==> config.mk <==
export PLATFORM = sky130hd
export DESIGN_NAME = min_priority_queue_core
export DESIGN_NICKNAME = d
export VERILOG_FILES = /design/src/design/mpq_pkg.sv /design/src/design/mpq_ram.sv /design/src/design/mpq_front.sv /design/src/design/mpq_back.sv /design/src/design/min_priority_queue_core.sv
export SDC_FILE = /design/constraint.sdc
export NUM_CORES = 2
export LEC_CHECK = 0
export ABC_AREA = 1
export BUFFER_PORTS_ARGS = -buffer_cell sky130_fd_sc_hd__buf_2
export CAP_MARGIN = 20
export CORE_MARGIN = 10
export CORE_UTILIZATION = 40
export DETAILED_ROUTE_END_ITERATION = 12
export SLEW_MARGIN = 5
export SYNTH_ARGS = -nofsm -noshare
export SYNTH_HDL_FRONTEND = slang
export SYNTH_HIERARCHICAL = 1
export SYNTH_SLANG_ARGS = --single-unit
==> constraint.sdc <==
create_clock -name clk -period 15.7 [get_ports clk]
set_input_delay 3.14 -clock clk [delete_from_list [all_inputs] [get_ports clk]]
set_output_delay 3.14 -clock clk [all_outputs]
set_load 0.01 [all_outputs]
==> src/design/mpq_pkg.sv <==
// Shared types and constants for the min priority queue.
package mpq_pkg;
    localparam logic signed [31:0] EMPTY_MIN = 32'sh7FFF_FFFF;

    typedef enum logic [1:0] {
        CMD_INSERT = 2'd0,
        CMD_REMOVE = 2'd1,
        CMD_STATUS = 2'd2,
        CMD_UNUSED = 2'd3
    } cmd_code_t;

    typedef struct packed {
        logic [1:0]         command;
        logic signed [31:0] new_key;
    } mpq_in_t;

    typedef struct packed {
        logic signed [31:0] min_key;
        logic               is_empty;
        logic               is_full;
        logic               dropped;
    } mpq_out_t;

    typedef struct packed {
        logic               is_insert;
        logic               is_remove;
        logic signed [31:0] key;
    } mpq_op_t;
endpackage

==> src/design/mpq_ram.sv <==
// Generic single-port-write, single-port-read RAM with registered read.
module mpq_ram #(
    parameter int WIDTH = 32,
    parameter int DEPTH = 64
) (
    input  logic                     clk,
    input  logic                     wr_en,
    input  logic [$clog2(DEPTH)-1:0] wr_addr,
    input  logic [WIDTH-1:0]         wr_data,
    input  logic [$clog2(DEPTH)-1:0] rd_addr,
    output logic [WIDTH-1:0]         rd_data
);
    logic [WIDTH-1:0] mem [DEPTH];

    always_ff @(posedge clk)
    begin
        if (wr_en)
        begin
            mem[wr_addr] <= wr_data;
        end
        rd_data <= mem[rd_addr];
    end
endmodule

==> src/design/mpq_front.sv <==
// Command front end: accepts commands, classifies them, feeds a one-entry queue.
module mpq_front (
    input  logic            clk,
    input  logic            rst_n,
    input  logic            start,
    input  mpq_pkg::mpq_in_t cmd_in,
    output logic            busy,
    output logic            op_valid,
    output mpq_pkg::mpq_op_t op,
    input  logic            op_take,
    input  logic            back_done
);
    import mpq_pkg::*;

    logic    op_valid_reg, op_valid_next;
    mpq_op_t op_reg, op_next;
    logic    pend_reg, pend_next;

    always_comb
    begin
        op_valid_next = op_valid_reg;
        op_next       = op_reg;
        pend_next     = pend_reg;
        if (op_take)
        begin
            op_valid_next = 1'b0;
        end
        if (back_done)
        begin
            pend_next = 1'b0;
        end
        if (start && !busy)
        begin
            op_valid_next      = 1'b1;
            pend_next          = 1'b1;
            op_next.is_insert  = (cmd_in.command == CMD_INSERT);
            op_next.is_remove  = (cmd_in.command == CMD_REMOVE);
            op_next.key        = cmd_in.new_key;
        end
    end

    always_ff @(posedge clk or negedge rst_n)
    begin
        if (!rst_n)
        begin
            op_valid_reg <= 1'b0;
            pend_reg     <= 1'b0;
            op_reg       <= '0;
        end
        else
        begin
            op_valid_reg <= op_valid_next;
            pend_reg     <= pend_next;
            op_reg       <= op_next;
        end
    end

    assign busy     = pend_reg;
    assign op_valid = op_valid_reg;
    assign op       = op_reg;
endmodule

==> src/design/mpq_back.sv <==
// Execution engine: applies commands to the key store and scans for the minimum.
module mpq_back #(
    parameter int CAPACITY = 64
) (
    input  logic             clk,
    input  logic             rst_n,
    input  logic             op_valid,
    input  mpq_pkg::mpq_op_t op,
    output logic             op_take,
    output logic             done,
    output logic             result_valid,
    output mpq_pkg::mpq_out_t result
);
    import mpq_pkg::*;

    localparam int AW = (CAPACITY > 1) ? $clog2(CAPACITY) : 1;
    localparam int CW = $clog2(CAPACITY + 1);
    localparam logic [CW-1:0] CAP = CW'(CAPACITY);

    typedef enum logic [2:0] {
        S_IDLE, S_MOVE_RD, S_MOVE_WR, S_SCAN, S_SCAN_LAST, S_REPORT
    } state_t;

    state_t             state_reg;
    logic [CW-1:0]      count_reg;
    logic [AW-1:0]      idx_reg;
    logic [AW-1:0]      best_idx_reg;
    logic signed [31:0] best_reg;
    logic               dropped_reg;
    logic               min_valid_reg;
    logic [AW-1:0]      min_idx_reg;
    logic signed [31:0] min_reg;
    logic               res_valid_reg;
    mpq_out_t           res_reg;

    logic               wr_en;
    logic [AW-1:0]      wr_addr;
    logic [31:0]        wr_data;
    logic [AW-1:0]      rd_addr;
    logic [31:0]        rd_data;

    mpq_ram #(.WIDTH(32), .DEPTH(CAPACITY)) u_ram (
        .clk     (clk),
        .wr_en   (wr_en),
        .wr_addr (wr_addr),
        .wr_data (wr_data),
        .rd_addr (rd_addr),
        .rd_data (rd_data)
    );

    logic [AW-1:0] last_idx;
    assign last_idx = AW'(count_reg - CW'(1));

    always_comb
    begin
        wr_en   = 1'b0;
        wr_addr = AW'(count_reg);
        wr_data = op.key;
        rd_addr = idx_reg;
        unique case (state_reg)
            S_IDLE:
            begin
                if (op_valid && op.is_insert && count_reg != CAP)
                begin
                    wr_en = 1'b1;
                end
                rd_addr = last_idx;
            end
            S_MOVE_RD:
            begin
                wr_en   = 1'b1;
                wr_addr = min_idx_reg;
                wr_data = rd_data;
            end
            S_MOVE_WR:
            begin
                rd_addr = '0;
            end
            default: rd_addr = idx_reg;
        endcase
    end

    assign op_take = (state_reg == S_IDLE) && op_valid;

    always_ff @(posedge clk or negedge rst_n)
    begin
        if (!rst_n)
        begin
            state_reg     <= S_IDLE;
            count_reg     <= '0;
            idx_reg       <= '0;
            best_idx_reg  <= '0;
            best_reg      <= EMPTY_MIN;
            dropped_reg   <= 1'b0;
            min_valid_reg <= 1'b0;
            min_idx_reg   <= '0;
            min_reg       <= EMPTY_MIN;
            res_valid_reg <= 1'b0;
            res_reg       <= '0;
        end
        else
        begin
            res_valid_reg <= 1'b0;
            unique case (state_reg)
                S_IDLE:
                begin
                    if (op_valid)
                    begin
                        dropped_reg <= 1'b0;
                        priority if (op.is_insert)
                        begin
                            if (count_reg == CAP)
                            begin
                                dropped_reg <= 1'b1;
                            end
                            else
                            begin
                                count_reg <= count_reg + CW'(1);
                                if (count_reg == '0 || op.key < min_reg)
                                begin
                                    min_reg     <= op.key;
                                    min_idx_reg <= AW'(count_reg);
                                end
                            end
                            state_reg <= S_REPORT;
                        end
                        else if (op.is_remove && count_reg != '0)
                        begin
                            state_reg <= S_MOVE_RD;
                        end
                        else
                        begin
                            state_reg <= S_REPORT;
                        end
                    end
                end
                S_MOVE_RD:
                begin
                    // read of last entry issued in S_IDLE is now in rd_data
                    state_reg <= S_MOVE_WR;
                end
                S_MOVE_WR:
                begin
                    count_reg <= count_reg - CW'(1);
                    idx_reg   <= (last_idx == '0) ? '0 : AW'(1);
                    best_reg  <= EMPTY_MIN;
                    best_idx_reg <= '0;
                    if (last_idx == '0)
                    begin
                        min_reg   <= EMPTY_MIN;
                        state_reg <= S_REPORT;
                    end
                    else if (last_idx == AW'(1))
                    begin
                        state_reg <= S_SCAN_LAST;
                    end
                    else
                    begin
                        state_reg <= S_SCAN;
                    end
                end
                S_SCAN:
                begin
                    // rd_data holds entry idx_reg-1
                    if (idx_reg == AW'(1) || $signed(rd_data) < best_reg)
                    begin
                        best_reg     <= rd_data;
                        best_idx_reg <= idx_reg - AW'(1);
                    end
                    if (idx_reg == last_idx)
                    begin
                        state_reg <= S_SCAN_LAST;
                    end
                    idx_reg <= idx_reg + AW'(1);
                end
                S_SCAN_LAST:
                begin
                    if (idx_reg == AW'(1) || $signed(rd_data) < best_reg)
                    begin
                        min_reg     <= rd_data;
                        min_idx_reg <= idx_reg - AW'(1);
                    end
                    else
                    begin
                        min_reg     <= best_reg;
                        min_idx_reg <= best_idx_reg;
                    end
                    state_reg <= S_REPORT;
                end
                S_REPORT:
                begin
                    res_valid_reg    <= 1'b1;
                    res_reg.min_key  <= (count_reg == '0) ? EMPTY_MIN : min_reg;
                    res_reg.is_empty <= (count_reg == '0);
                    res_reg.is_full  <= (count_reg == CAP);
                    res_reg.dropped  <= dropped_reg;
                    state_reg        <= S_IDLE;
                end
                default: state_reg <= S_IDLE;
            endcase
        end
    end

    assign done         = res_valid_reg;
    assign result_valid = res_valid_reg;
    assign result       = res_reg;
endmodule

==> src/design/min_priority_queue_core.sv <==
// Top level of the bounded min priority queue.
// Usage: drive command_in with start while busy is low; that edge is the
// transfer. busy then stays high until the result has been shown.
// Each command yields one result on result with valid high for one cycle;
// the receiver cannot stall and must take it then.
// Insert, status and remove on an empty queue need no scan; any other
// remove finds the new minimum by a linear scan of the key store through
// its single registered read port, one entry per cycle.
// The current minimum and its slot are held in registers, so inserts need
// no scan. Insert into a full queue is refused and flagged as dropped;
// remove on an empty queue leaves it unchanged.
// Reset empties the queue; store contents are left as they are and never
// used beyond the count. No clearing pass is needed.
// A new command is accepted the cycle after the previous result strobe.
module min_priority_queue_core #(
    parameter int CAPACITY = 64
) (
    input  logic              clk,
    input  logic              rst_n,
    input  logic              start,
    input  mpq_pkg::mpq_in_t  command_in,
    output logic              busy,
    output logic              valid,
    output mpq_pkg::mpq_out_t result
);
    import mpq_pkg::*;

    logic    op_valid;
    mpq_op_t op;
    logic    op_take;
    logic    done;

    mpq_front u_front (
        .clk       (clk),
        .rst_n     (rst_n),
        .start     (start),
        .cmd_in    (command_in),
        .busy      (busy),
        .op_valid  (op_valid),
        .op        (op),
        .op_take   (op_take),
        .back_done (done)
    );

    mpq_back #(.CAPACITY(CAPACITY)) u_back (
        .clk          (clk),
        .rst_n        (rst_n),
        .op_valid     (op_valid),
        .op           (op),
        .op_take      (op_take),
        .done         (done),
        .result_valid (valid),
        .result       (result)
    );
endmodule

==> flow_summary.toml <==
[synthesis]
synth_cell_type_count = 46
syn_inst = 8133
ys_seq_elements = 2245
async_flop_share = 0.0735
seq_area_frac_synth = 0.714
synth_area_um2 = 92900
syn_avg_cell_area_um2 = 11.4
yosysWarningCount = 6
syn_nets = 8239
synth_edf_count = 2048
synth_top_flop_cell = "edfxtp_1"

[clock_tree]
cts_setup_buffers = 0
cts_buffers = 220
path_clk_slew_ns = 0.06
clockBufferDepth = 3
post_cts_resized = 0
insertion_delay_ns = 0.89
cts_root_buffer = "clkbuf_16"
hold_buffers = 0
cts_tree = "done"
htreeDepth = 4
cts.sinks = 2245

[die]
ios = 74
die_h_um = 502
dieArea_um2 = 252000
fp.coreArea_um2 = 231000
fp.dieW_um = 502
start_util = 0.403
rows = 176

[critical_path]
crit_fanout = 166
cp-end-kind = "flop"
r2r_cells = 16
path_cells = "nor2_1 -> inv_1 -> nor2_1 -> clkinv_1 -> o22ai_4 -> buf_12 -> buf_4 -> buf_4 -> nand2_1 -> nand3_1 -> nand3_1 -> nand3_1 -> nand3_1 -> nand2_1 -> nand2_1 -> nand2_1"
reg2reg_slack_ns = 9.58
crit_type = "flop to flop"
r2r-start = "u_back/state_reg[0]"
cp.required_ns = 16.51
cp-startpoint = "u_back/state_reg[0]"
crit_end = "u_back/u_ram/rd_data[1]"
cpPeakStageDelay_ns = 0.88
start_kind = "flop"
arrival_ns = 6.94
crit_slowest_cell = "buf_4"
rr_endpoint = "u_back/u_ram/rd_data[1]"

[routing]
drc = 0
detail_route.wl_per_cell_um = 24.6
drt_iter0_markers = 8506
dr_total_vias = 63595
antenna_left = 0
avgViaCountPerCell = 5.63
drtPass1Iterations = 6
wirelength_um = 278000

[global_routing]
antenna_found_initial = 8
grt_max_degree = 176
grt_pass1_vias = 60214
globalRouteOverflowTotal = 0
grt_usage = 0.215
grt_pass1_wl_um = 408000

[timing]
clock_skew_ns = 0.0681
fin_crit_ns = 6.12
worst-slew-pin-transition_ns = 1.09
setup_viol = 0
hold_viol = 0
fmax_mhz = 163
setup_slack_ns = 9.58
setup_tns_ns = 0
rsz0062_at_grt = "false"
period_share = 0.390
slew_viol_final = 0
slew_headroom = 0.272

[final_layout]
fin_nets = 8189
layout-drive-gt1-share = 0.0910
fillers = 20669
largest_reg_flops = 2048
final_cells = 11302
areaGrowthSynthToFinish_pct = 12.2

[place]
io_buffers = 73
gp_routability_congestion = 0.836
hpwlAfterDp_um = 145000
place_ws_ns = 9.76
dpl.cell_count = 10884

[status]
status = "finished, final reports clean"

[min_path]
hold_path.class = "flop to flop"

[flow_run]
max_cap_viol_count = 0
[per-stage QoR]
step / area, um^2 / utilization / hold WS [ns]
finish: 104000 / 0.452 / 0.438
global placement: 96800 / 0.420 / 0.443
floorplan: 92900 / - / 0.437
global route: 104000 / 0.452 / 0.484
CTS: 104000 / 0.452 / 0.427
detailed placement: 96800 / 0.420 / 0.457
[synthesized netlist by cell type, types with 2 or more instances]
library cell | number | area share
nor2_4 | 3 | 0.00036
xor2_1 | 9 | 0.00085
edfxtp_1 | 2048 | 0.66
clkinv_1 | 2 | 0.000081
buf_8 | 2 | 0.00032
buf_6 | 7 | 0.00085
nand3_1 | 2019 | 0.11
nand4_1 | 51 | 0.0034
nand2_1 | 2662 | 0.11
xnor2_1 | 2 | 0.00019
buf_4 | 50 | 0.0040
nand2_2 | 2 | 0.00013
buf_2 | 296 | 0.016
a31oi_1 | 2 | 0.00013
inv_1 | 183 | 0.0074
a21oi_1 | 72 | 0.0039
buf_1 | 46 | 0.0019
inv_2 | 7 | 0.00028
o211ai_1 | 18 | 0.0015
nor2_1 | 139 | 0.0056
dfstp_2 | 62 | 0.018
nor2_2 | 2 | 0.00013
nor3_1 | 8 | 0.00043
dfrtp_1 | 103 | 0.028
nor4_1 | 11 | 0.00074
o21ai_0 | 85 | 0.0046
clkbuf_1 | 112 | 0.0045
ha_1 | 69 | 0.0093
dfxtp_1 | 32 | 0.0069
o21a_1 | 3 | 0.00024
o22ai_1 | 11 | 0.00074
[cell type report]
type	instances	area [um^2]	area share
multi-input combinational	5181	24200	0.232
tap	3026	3790	0.0363
inverter	194	774	0.00743
sequential	2245	66300	0.637
clock buffer	309	6130	0.0589
antenna	2	5.00	0.0000480
clock inverter	104	1180	0.0114
timing repair buffer	241	1750	0.0168
[kinds of logic after synthesis]
group | count (synthesis) | synth area share
xor gates and xnor gates | 13 | 0.00151
DFF | 2245 | 0.714
buffers and inverters | 707 | 0.0355
and+or+nand+nor | 4904 | 0.228
AOI/OAI and AO/OA | 195 | 0.0115
adders and majority gates | 69 | 0.00929
[per-layer routing]
metal  up-vias  global-route usage  share of wire
li1      28466                   -              -
met1     31425               0.309           0.42
met2      3240               0.331           0.45
met3       462              0.0348           0.10
met4         2              0.0730          0.035
met5         -                   0        0.00017
[cell usage in the layout (no fill, tap or decap), types with 5 or more instances in the layout]
| master | n |
|---|---|
| dfxtp_1 | 32 |
| clkbuf_8 | 24 |
| nor2_1 | 79 |
| nor4_2 | 8 |
| clkinv_1 | 38 |
| nand4_1 | 51 |
| bufinv_16 | 20 |
| buf_4 | 158 |
| edfxtp_1 | 2048 |
| o21ai_0 | 83 |
| buf_12 | 7 |
| inv_2 | 7 |
| nor3_1 | 7 |
| clkbuf_16 | 223 |
| nand2_1 | 2662 |
| nor2_4 | 61 |
| o211ai_1 | 18 |
| inv_1 | 180 |
| dfrtp_1 | 103 |
| ha_1 | 69 |
| dfstp_2 | 62 |
| buf_2 | 72 |
| a21oi_1 | 42 |
| o22ai_4 | 6 |
| clkinv_2 | 29 |
| nand3_1 | 2018 |
| o22ai_1 | 5 |
| xor2_1 | 9 |
| clkbuf_1 | 63 |
| a21oi_4 | 31 |
[how the worst min path moves through the flow]
stage                       from                 to  slack (ns)  cells after the start
6_report             u_back/done       u_front/busy        0.44                      1
5_1_grt              u_back/done       u_front/busy        0.48                      1
4_1_cts              u_back/done       u_front/busy        0.43                      1
3_5_place_dp   u_back/min_reg[3]  u_back/min_reg[3]        0.46                      2
3_3_place_gp         u_back/done       u_front/busy        0.44                      1
2_1_floorplan        u_back/done       u_front/busy        0.44                      1
[critical path: cells and delay by family, from the launching register on]
family	cells	cell delay (ns)
AO/OA/AOI/OAI	1	0.52
buffers and inverters	5	2.93
flip-flops	1	0.44
AND/OR/NAND/NOR	10	1.78
Power is not shown: default switching activity piles up to over one toggle a cycle in this logic, so the estimate is an artifact.
